**src/rtl/core/bright_pixel_bounding_box_top_assert.svh**
```systemverilog
// Assertion macros for the bright pixel bounding box block.
// Used by bright_pixel_bounding_box_top; expects a clk and rst in scope.
`ifndef BRIGHT_PIXEL_BOUNDING_BOX_TOP_ASSERT_SVH
`define BRIGHT_PIXEL_BOUNDING_BOX_TOP_ASSERT_SVH

// same-cycle implication
`define BPBB_ASSERT_NOW(lbl, ante, cons, msg) \
  lbl: assert property (@(posedge clk) disable iff (rst) (ante) |-> (cons)) \
    else $error(msg);

// next-cycle implication
`define BPBB_ASSERT_NEXT(lbl, ante, cons, msg) \
  lbl: assert property (@(posedge clk) disable iff (rst) (ante) |=> (cons)) \
    else $error(msg);

`endif

```
**src/rtl/core/bpbb_pkg.sv**
```systemverilog
// Package for the bright pixel bounding box block: widths, register codes, helpers.
// No dependencies.
package bpbb_pkg;

  localparam int MAX_DIMENSION = 4096;
  localparam int DIM_W         = 13;
  localparam int POS_W         = 12;
  localparam int PIX_W         = 8;
  localparam int MARGIN_W      = 12;
  localparam int CFG_IDX_W     = 2;
  localparam int CFG_DATA_W    = 13;

  localparam logic [DIM_W-1:0]    RST_FRAME_WIDTH  = 13'd640;
  localparam logic [DIM_W-1:0]    RST_FRAME_HEIGHT = 13'd480;
  localparam logic [PIX_W-1:0]    RST_THRESHOLD    = 8'd90;
  localparam logic [MARGIN_W-1:0] RST_MARGIN       = 12'd60;

  typedef enum logic [CFG_IDX_W-1:0] {
    REG_FRAME_WIDTH  = 2'd0,
    REG_FRAME_HEIGHT = 2'd1,
    REG_THRESHOLD    = 2'd2,
    REG_MARGIN       = 2'd3
  } cfg_reg_t;

  typedef struct packed {
    logic             any;
    logic [POS_W-1:0] lo_col;
    logic [POS_W-1:0] hi_col;
    logic [POS_W-1:0] lo_row;
    logic [POS_W-1:0] hi_row;
  } extent_t;

  typedef struct packed {
    logic [POS_W-1:0] lo;
    logic [POS_W-1:0] hi;
  } edge_t;

  // clamp a size register to 1..MAX_DIMENSION
  function automatic logic [DIM_W-1:0] eff_size(input logic [DIM_W-1:0] v);
    logic [DIM_W-1:0] r;
    r = v;
    if (v == '0) r = DIM_W'(1);
    else if (v > DIM_W'(MAX_DIMENSION)) r = DIM_W'(MAX_DIMENSION);
    return r;
  endfunction

  // low edge floored at zero, high edge capped at size-1, low never above high
  function automatic edge_t edge_pair(input logic [POS_W-1:0] lo_ext,
                                      input logic [POS_W-1:0] hi_ext,
                                      input logic [DIM_W-1:0] size,
                                      input logic [MARGIN_W-1:0] margin);
    edge_t            e;
    logic [DIM_W-1:0] b;
    logic [DIM_W-1:0] cap;
    cap = size - DIM_W'(1);
    b   = {1'b0, hi_ext} + {1'b0, margin};
    if (b >= size) b = cap;
    e.hi = b[POS_W-1:0];
    e.lo = (lo_ext > margin) ? (lo_ext - margin) : '0;
    if (e.lo > e.hi) e.lo = e.hi;
    return e;
  endfunction

endpackage

```
**src/rtl/core/bpbb_ifs.sv**
```systemverilog
// Channel interfaces for the bright pixel bounding box block.
// Depends on bpbb_pkg.
interface bpbb_pix_if import bpbb_pkg::*; ();
  logic             valid;
  logic             ready;
  logic [PIX_W-1:0] pixel_value;
  modport source (output valid, output pixel_value, input ready);
  modport sink (input valid, input pixel_value, output ready);
endinterface

interface bpbb_box_if import bpbb_pkg::*; ();
  logic             valid;
  logic             ready;
  logic [POS_W-1:0] box_x;
  logic [POS_W-1:0] box_y;
  logic [POS_W-1:0] box_width;
  logic [POS_W-1:0] box_height;
  modport source (output valid, output box_x, output box_y, output box_width,
                  output box_height, input ready);
  modport sink (input valid, input box_x, input box_y, input box_width,
                input box_height, output ready);
endinterface

interface bpbb_cfg_if import bpbb_pkg::*; ();
  logic                  valid;
  logic                  ready;
  logic [CFG_IDX_W-1:0]  index;
  logic [CFG_DATA_W-1:0] data;
  modport source (output valid, output index, output data, input ready);
  modport sink (input valid, input index, input data, output ready);
endinterface

```
**src/rtl/core/bpbb_track.sv**
```systemverilog
// Raster position counters and bright-pixel extent tracking for one frame.
// Depends on bpbb_pkg.
module bpbb_track import bpbb_pkg::*; (
  input  logic             clk,
  input  logic             rst,
  input  logic             go,
  input  logic [PIX_W-1:0] pixel_value,
  input  logic [PIX_W-1:0] threshold,
  input  logic [DIM_W-1:0] cols,
  input  logic [DIM_W-1:0] rows,
  output logic             last,
  output extent_t          ext_next
);

  logic [POS_W-1:0] col;
  logic [POS_W-1:0] row;
  extent_t          ext;
  logic             bright;
  logic             row_end;

  assign bright  = pixel_value > threshold;
  assign row_end = !(({1'b0, col} + DIM_W'(1)) < cols);
  assign last    = row_end && !(({1'b0, row} + DIM_W'(1)) < rows);

  always_comb begin
    ext_next = ext;
    if (bright) begin
      if (!ext.any || col < ext.lo_col) ext_next.lo_col = col;
      if (!ext.any || col > ext.hi_col) ext_next.hi_col = col;
      if (!ext.any || row < ext.lo_row) ext_next.lo_row = row;
      if (!ext.any || row > ext.hi_row) ext_next.hi_row = row;
      ext_next.any = 1'b1;
    end
  end

  always_ff @(posedge clk) begin
    if (rst || (go && last)) begin
      col        <= '0;
      row        <= '0;
      ext.any    <= 1'b0;
      ext.lo_col <= '1;
      ext.hi_col <= '0;
      ext.lo_row <= '1;
      ext.hi_row <= '0;
    end else if (go) begin
      ext <= ext_next;
      if (row_end) begin
        col <= '0;
        row <= row + POS_W'(1);
      end else begin
        col <= col + POS_W'(1);
      end
    end
  end

endmodule

```
**src/rtl/core/bright_pixel_bounding_box_top.sv**
```systemverilog
// A frame's last pixel passes the input stage, then the summary and box registers.
// Throughput: one pixel per cycle; the input stage, the frame summary register and
// the box register each hold one request, so a stalled box only blocks pixels once
// the summary register is also full. Config requests are taken every cycle.
// Reset (rst, synchronous): pipeline empty, counters and extents cleared,
// registers at 640 x 480, threshold 90, margin 60.
`include "bright_pixel_bounding_box_top_assert.svh"

module bright_pixel_bounding_box_top import bpbb_pkg::*; (
  input logic       clk,
  input logic       rst,
  bpbb_pix_if.sink  pixel,
  bpbb_box_if.source box,
  bpbb_cfg_if.sink  cfg
);

  logic [DIM_W-1:0]    frame_width;
  logic [DIM_W-1:0]    frame_height;
  logic [PIX_W-1:0]    bright_threshold;
  logic [MARGIN_W-1:0] edge_margin;
  logic [DIM_W-1:0]    cols;
  logic [DIM_W-1:0]    rows;

  logic             s1_valid;
  logic [PIX_W-1:0] s1_pix;
  logic             sum_valid;
  extent_t          sum;
  logic             out_free;
  logic             sum_free;
  logic             s1_go;
  logic             last;
  extent_t          ext_next;
  edge_t            xe;
  edge_t            ye;

  assign cols      = eff_size(frame_width);
  assign rows      = eff_size(frame_height);
  assign cfg.ready = 1'b1;

  always_ff @(posedge clk) begin
    if (rst) begin
      frame_width      <= RST_FRAME_WIDTH;
      frame_height     <= RST_FRAME_HEIGHT;
      bright_threshold <= RST_THRESHOLD;
      edge_margin      <= RST_MARGIN;
    end else if (cfg.valid) begin
      case (cfg_reg_t'(cfg.index))
        REG_FRAME_WIDTH:  frame_width      <= cfg.data;
        REG_FRAME_HEIGHT: frame_height     <= cfg.data;
        REG_THRESHOLD:    bright_threshold <= cfg.data[PIX_W-1:0];
        REG_MARGIN:       edge_margin      <= cfg.data[MARGIN_W-1:0];
        default:          ;
      endcase
    end
  end

  assign out_free    = !box.valid || box.ready;
  assign sum_free    = !sum_valid || out_free;
  assign s1_go       = s1_valid && sum_free;
  assign pixel.ready = !s1_valid || s1_go;

  always_ff @(posedge clk) begin
    if (rst) begin
      s1_valid <= 1'b0;
    end else if (pixel.valid && pixel.ready) begin
      s1_valid <= 1'b1;
    end else if (s1_go) begin
      s1_valid <= 1'b0;
    end
  end

  always_ff @(posedge clk) begin
    if (pixel.valid && pixel.ready) begin
      s1_pix <= pixel.pixel_value;
    end
  end

  bpbb_track u_track (
    .clk         (clk),
    .rst         (rst),
    .go          (s1_go),
    .pixel_value (s1_pix),
    .threshold   (bright_threshold),
    .cols        (cols),
    .rows        (rows),
    .last        (last),
    .ext_next    (ext_next)
  );

  always_ff @(posedge clk) begin
    if (rst) begin
      sum_valid <= 1'b0;
    end else if (s1_go && last) begin
      sum_valid <= 1'b1;
    end else if (out_free) begin
      sum_valid <= 1'b0;
    end
  end

  always_ff @(posedge clk) begin
    if (s1_go && last) begin
      sum <= ext_next;
    end
  end

  always_comb begin
    if (sum.any) begin
      xe = edge_pair(sum.lo_col, sum.hi_col, cols, edge_margin);
      ye = edge_pair(sum.lo_row, sum.hi_row, rows, edge_margin);
    end else begin
      xe.lo = '0;
      xe.hi = POS_W'(cols - DIM_W'(1));
      ye.lo = '0;
      ye.hi = POS_W'(rows - DIM_W'(1));
    end
  end

  always_ff @(posedge clk) begin
    if (rst) begin
      box.valid <= 1'b0;
    end else if (out_free) begin
      box.valid <= sum_valid;
    end
  end

  always_ff @(posedge clk) begin
    if (out_free && sum_valid) begin
      box.box_x      <= xe.lo;
      box.box_y      <= ye.lo;
      box.box_width  <= xe.hi - xe.lo;
      box.box_height <= ye.hi - ye.lo;
    end
  end

  `BPBB_ASSERT_NOW(a_box_in_cols, box.valid,
    ({1'b0, box.box_x} + {1'b0, box.box_width}) < cols, "box exceeds frame width")
  `BPBB_ASSERT_NOW(a_box_in_rows, box.valid,
    ({1'b0, box.box_y} + {1'b0, box.box_height}) < rows, "box exceeds frame height")
  `BPBB_ASSERT_NOW(a_s1_stall_cause, s1_valid && !s1_go,
    sum_valid && !out_free, "pixel stage stalled without a blocked summary")
  `BPBB_ASSERT_NEXT(a_sum_held, sum_valid && !out_free, sum_valid,
    "blocked summary was dropped")

endmodule
```
**src/flat_wrapper.sv**
```systemverilog
// flat-port wrapper written by rule: the top's interface ports become plain ports
module bright_pixel_bounding_box_top_flat import bpbb_pkg::*;
  (clk, rst, pixel_valid, pixel_pixel_value, pixel_ready, box_valid, box_box_x, box_box_y, box_box_width, box_box_height, box_ready, cfg_valid, cfg_index, cfg_data, cfg_ready);
  bpbb_pix_if pixel_i ();
  bpbb_box_if box_i ();
  bpbb_cfg_if cfg_i ();
  input logic clk;
  input logic rst;
  input wire logic [$bits(pixel_i.valid)-1:0] pixel_valid;
  input wire logic [$bits(pixel_i.pixel_value)-1:0] pixel_pixel_value;
  output wire logic [$bits(pixel_i.ready)-1:0] pixel_ready;
  output wire logic [$bits(box_i.valid)-1:0] box_valid;
  output wire logic [$bits(box_i.box_x)-1:0] box_box_x;
  output wire logic [$bits(box_i.box_y)-1:0] box_box_y;
  output wire logic [$bits(box_i.box_width)-1:0] box_box_width;
  output wire logic [$bits(box_i.box_height)-1:0] box_box_height;
  input wire logic [$bits(box_i.ready)-1:0] box_ready;
  input wire logic [$bits(cfg_i.valid)-1:0] cfg_valid;
  input wire logic [$bits(cfg_i.index)-1:0] cfg_index;
  input wire logic [$bits(cfg_i.data)-1:0] cfg_data;
  output wire logic [$bits(cfg_i.ready)-1:0] cfg_ready;
  assign pixel_i.valid = pixel_valid;
  assign pixel_i.pixel_value = pixel_pixel_value;
  assign pixel_ready = pixel_i.ready;
  assign box_valid = box_i.valid;
  assign box_box_x = box_i.box_x;
  assign box_box_y = box_i.box_y;
  assign box_box_width = box_i.box_width;
  assign box_box_height = box_i.box_height;
  assign box_i.ready = box_ready;
  assign cfg_i.valid = cfg_valid;
  assign cfg_i.index = cfg_index;
  assign cfg_i.data = cfg_data;
  assign cfg_ready = cfg_i.ready;
  bright_pixel_bounding_box_top u_core (.clk(clk), .rst(rst), .pixel(pixel_i), .box(box_i), .cfg(cfg_i));
endmodule
```
**config.mk**
```make
export PLATFORM = sky130hd
export DESIGN_NAME = bright_pixel_bounding_box_top_flat
export DESIGN_NICKNAME = d
export VERILOG_FILES = /design/src/rtl/core/bpbb_pkg.sv /design/src/rtl/core/bpbb_ifs.sv /design/src/rtl/core/bpbb_track.sv /design/src/rtl/core/bright_pixel_bounding_box_top.sv /design/src/flat_wrapper.sv
export VERILOG_INCLUDE_DIRS = /design/src /design/src/rtl/core
export SDC_FILE = /design/constraint.sdc
export NUM_CORES = 1
export LEC_CHECK = 0
export BUFFER_PORTS_ARGS = -buffer_cell sky130_fd_sc_hd__buf_4
export CELL_PAD_IN_SITES_DETAIL_PLACEMENT = 0
export CELL_PAD_IN_SITES_GLOBAL_PLACEMENT = 1
export CORE_MARGIN = 2
export CORE_UTILIZATION = 40
export DETAILED_ROUTE_END_ITERATION = 8
export GPL_ROUTABILITY_DRIVEN = 0
export MAX_ROUTING_LAYER = met4
export PLACE_DENSITY = 0.8
export SYNTH_ARGS = -nofsm -noshare
export SYNTH_HDL_FRONTEND = slang
export SYNTH_SLANG_ARGS = --single-unit
```
**constraint.sdc**
```tcl
create_clock -name clk -period 10.77 [get_ports clk]
set_input_delay 0.5385 -clock clk [delete_from_list [all_inputs] [get_ports clk]]
set_output_delay 0.5385 -clock clk [all_outputs]
set_load 0.02 [all_outputs]
```
# Word-level counts from Yosys, hierarchy flattened
# Index checks and enable logic that the tools add are counted.
# word_totals
ram_bits,0
reg_bits,227
out_inout_bits,51
inputBits,28
wordCells,108
n_memories,0
latch_bits,0
mem_bits_ro,0
# classes
reduce_logical,29
multipliers,0
muxes,24
n_div,0
n_eq_ne,3
shift,0
bitwise_logic,1
order_cmp,15
addsub,12
# ops
cell,count
2-to-1 mux 12 bit,13
> comparator 12 bit,6
2-to-1 mux 13 bit,4
2-to-1 mux 49 bit,1
2-to-1 mux 24 bit,2
subtractor 12 bit,4
"adder 12 x 1 -> 13 bit, second input constant",2
adder 12 x 12 -> 13 bit,2
greater-or-equal comparator 13 bit,2
"> comparator 13 bit, second input constant",2
logical NOT 13 bit,2
< comparator 13 bit,2
"adder 12 x 1 -> 12 bit, second input constant",2
< comparator 12 bit,2
"subtractor 12 x 1 -> 12 bit, second input constant",2
AND reduction 2 bit,5
> comparator 8 bit,1
logical OR 1 bit,8
logical NOT 1 bit,6
logical AND 1 bit,5
"== test 2 bit, second input constant",2
2-to-1 mux 1 bit,4
nonzero test 2 bit,2
"== test 2 x 1 -> 1 bit, second input constant",1
other kinds (2),2

# Depth between registers and ports, before layout
# depth
word_depth,10
mapped_depth,43
depth_no_buf,39

# Modules after synthesis
# A second synthesis with hierarchy kept.
# unflattened
hier_cells,1923
area_unflattened_um2,16769.8
# modules_own_cells
mod,seq_area_each_um2,area_per_inst_um2,n_inst,cells_each
bright_pixel_bounding_box_top,4134.0,10834.1,1,1176
bpbb_track,1461.4,5935.7,1,747

# Least setup slack after synthesis
# No wires, ideal clock.
# synth_path
path_kind,register to register
start,register u_core.edge_margin[0]
end,"register u_core.box.box_width[10], data pin"
arrival_ns,7.305
stages_incl_launch_ff,37
path_buffers,2
t_required_ns,10.512
period_less_slack_ns,7.562
setup_ns,0.258
setup_slack_ns,3.208
path_cell_list,dfxtp_1 > ha_1 > inv_1 > fa_1 > nor2b_1 > o21ai_0 > a21boi_0 > o21ai_0 > a21o_1 > a311oi_1 > inv_1 > ha_1 > and4_1 > o211ai_1 > o211ai_1 > a21oi_1 > buf_1 > mux2_2 > ha_1 > nand4_1 > or2_2 > a31oi_1 > buf_2 > nand2_1 > a21boi_0 > ha_1 > inv_1 > fa_1 > a21o_1 > a21oi_1 > o21bai_1 > a21oi_1 > o21bai_1 > a21oi_1 > o21bai_1 > a21oi_1 > xnor2_1
# synth_lines
item,line_no,text
start: declaration,bright_pixel_bounding_box_top.sv:20,logic [MARGIN_W-1:0] edge_margin;
start signal: assignment,bright_pixel_bounding_box_top.sv:51,REG_MARGIN: edge_margin <= cfg.data[MARGIN_W-1:0];
end signal: assignment,bright_pixel_bounding_box_top.sv:130,box.box_width <= xe.hi - xe.lo;
end: declaration,bpbb_ifs.sv:18,"modport source (output valid, output box_x, output box_y, output box_width,"

==> out/metrics.cfg <==
[clocking]
cts_root_buffer = clkbuf_16
clkSlewWorstSetupHoldPaths_ns = 0.06
h-tree-depth = 1
post_cts.resized_instances = 0
cts_made_buffers = 26
post-cts-setup-buffers = 0
cts_buffer_depth = 3
cts_tree = built
cts_hold_buf = 0
cts_num_sinks = 227
worstSkewPairLatency_ns = 0.56

[route]
wirelength_um = 43400
via_count = 13334
wire_per_inst_um = 17.7
drc = 0
drt_iter0_drc = 878
dr.pass1.iters = 5
vias_per_cell = 5.46
antenna_left = 0

[setup_path]
startpoint_type = flop
end_kind = flop
crit_arrival_ns = 9.77
r2r_cells = 38
worst_ep_required_time_ns = 11.07
worst_path_largest_cell_delay_ns = 0.96
r2r_setup_slack_ns = 1.30
rr_endpoint = u_core.box.box_width[10]
worst_path_most_repeated_cell = a21oi_1
critical_path_class = flop to flop
critPathMaxFanout = 17
crit_slowest_cell = a21oi_1
rr_startpoint = u_core.edge_margin[0]

[timing]
fin_worst_skew_ns = 0.0100
rsz0062_at_grt = no
worst_slew_pin_slew_ns = 1.26
setup_viol = 0
fmax_mhz = 106
tns_ns = 0
hold_ws_ns = 0.159
slew_violations = 0
period_share = 0.879
slew_headroom = 0.161
finalHoldViolCount = 0
finalCriticalPeriod_ns = 9.47

[synth]
async_flop_share = 0
synth_top_area_share = 0.193
synth_seq_cells = 227
ys.flop_type = dfxtp_1
synth_top_cells_by_count = nand2_1 (254), ha_1 (202), a21oi_1 (139)
synthCells = 1856
synth-seq-area-share = 0.343
synth_edf_count = 105
synth_most_common_cell = nand2_1
synth_fp_nets = 2092
synth_cell_types = 76
avgSynthCellArea_um2 = 8.78
yosys.area.top_type = edfxtp_1
yosys_warnings = 0
syn-cell-area_um2 = 16300
yosys-top-cells-area = edfxtp_1 (19%), ha_1 (16%), dfxtp_1 (15%), nand2_1 (5.8%), a21oi_1 (4.3%)

[global_route]
first_global_vias = 12787
grt_max_degree = 89
grt_pass1_wl_um = 69100
grtUsageTotal = 0.213
antenna_found_initial = 0
overflow = 0

[placement]
io_buffers = 77
dp_hpwl_um = 33400

[pwr]
p_sw_frac = 0.293
power_density_nw_per_um2 = 126
p_sw_mw = 0.667
share_seq_of_total_power = 0.420
p_total_mw = 2.28
comb_power_share = 0.219
p_leak_nw = 8.13
ir_worst_vdd_v = 0.0000905
p_int_mw = 1.61
clock_power_share = 0.361

[min_path]
min_path_type = input pin to flop
whs_path_depth = 1
min_from = pixel_pixel_value[0]
min_to = u_core.s1_pix[0]

[cells_and_area]
nNetsFinal = 2135
drive_gt1_frac = 0.0985
antenna_cells = 0
syn_to_final_growth_pct = 11.2
nFillCells = 3870

[floorplan]
num_rows = 73
core_um2 = 40000
die_h_um = 206
die_w_um = 206
die-area_um2 = 42400
io-pin-count = 79
start_util = 0.407

[run]
drv_cap = 0

[outcome]
status = finished clean

==> placed cells by master (no fill, tap or decap), drive strengths merged, types with 15 or more instances in the layout <==
cell type,n
inv,138
dfxtp,122
edfxtp,105
nand2b,19
nor2,113
mux2i,36
nand4,24
and2,22
and3,16
a21oi,140
o21a,23
nor3,37
or2,15
o211ai,34
clkbuf,37
nand2,254
o21ai,106
ha,202
a21o,35
nand3b,15
o211a,27
xor2,31
mux2,31
xnor2,55
nand3,38
nor2b,22
buf,90
==> per-layer routing <==
metal | global-route usage | part of all wire
met1 | 0.284 | 0.47
met2 | 0.338 | 0.45
met3 | 0.0216 | 0.049
met4 | 0.0740 | 0.033
met5 | - | 0
==> worst max path at each step <==
stage | start | endpoint | slack, ns | depth (start not counted)
floorplan | u_core.edge_margin[0] | u_core.box.box_width[10] | 3.21 | 36
global placement | u_core.edge_margin[0] | u_core.box.box_width[10] | 1.81 | 38
detailed placement | u_core.edge_margin[0] | u_core.box.box_width[10] | 1.49 | 38
CTS | u_core.edge_margin[0] | u_core.box.box_width[10] | 1.44 | 38
global route | u_core.edge_margin[0] | u_core.box.box_width[10] | 0.59 | 39
finish | u_core.edge_margin[0] | u_core.box.box_width[10] | 1.30 | 38
==> worst max-delay path, delay by kind of cell (launching register included) <==
kind / cells / cell delay [ns]
fa+ha+maj: 6 / 1.76
buf+inv: 4 / 0.57
flops: 1 / 0.43
simple gates: 4 / 0.59
xor+xnor: 1 / 0.09
mux: 1 / 0.31
compound gates: 22 / 5.44
==> power groups by stage <==
| stage | Sequential [mW] | Clock (mW) | Combinational (mW) |
|---|---|---|---|
| 2_1_floorplan | 0.967 | 0 | 0.374 |
| 3_3_place_gp | 0.974 | 0 | 0.479 |
| 3_5_place_dp | 0.975 | 0 | 0.494 |
| 4_1_cts | 0.956 | 0.843 | 0.497 |
| 5_1_grt | 0.958 | 0.873 | 0.561 |
| 6_report | 0.957 | 0.822 | 0.498 |
==> state kept, by name, indices dropped and copies added, names as in the netlist <==
register and cells:
u_core.box.box_height 12, u_core.box.box_width 12, u_core.box.box_x 12, u_core.box.box_y 12, u_core.box.valid 1, u_core.bright_threshold 8
u_core.edge_margin 12, u_core.frame_height 13, u_core.frame_width 13, u_core.s1_pix 8, u_core.s1_valid 1, u_core.sum 49
u_core.sum_valid 1, u_core.u_track.col 12, u_core.u_track.ext 49, u_core.u_track.row 12
==> cell families after synthesis <==
group	Yosys count	synth area share
buffers and inverters	215	0.0524
AND/OR/NAND/NOR	609	0.177
adder cells (fa/ha/maj)	208	0.162
AO/OA/AOI/OAI	443	0.175
flip-flops	227	0.343
other	1	0.000230
XOR/XNOR	86	0.0462
multiplexers	67	0.0435
==> layout make-up <==
cell class	instances	area (um2)	area share
multi-input cells	1414	9900	0.546
clock inverters	11	53.8	0.00297
inverters	140	526	0.0290
well taps	525	657	0.0362
flip-flops and latches	227	5600	0.309
clock buffers	37	723	0.0399
repair buffers	90	676	0.0373
==> per-stage QoR <==
| stage | std cells | cell area, um2 | setup WS (ns) | utilization |
|---|---|---|---|---|
| after floorplan | 1856 | 16300 | 3.21 | - |
| after global placement | 2396 | 17400 | 1.81 | 0.434 |
| after detailed placement | 2396 | 17400 | 1.49 | 0.434 |
| after CTS | 2444 | 18100 | 1.44 | 0.453 |
| after global routing | 2444 | 18100 | 0.588 | 0.453 |
| final | 2444 | 18100 | 1.30 | 0.453 |
Power figures use the tool's default switching activity.
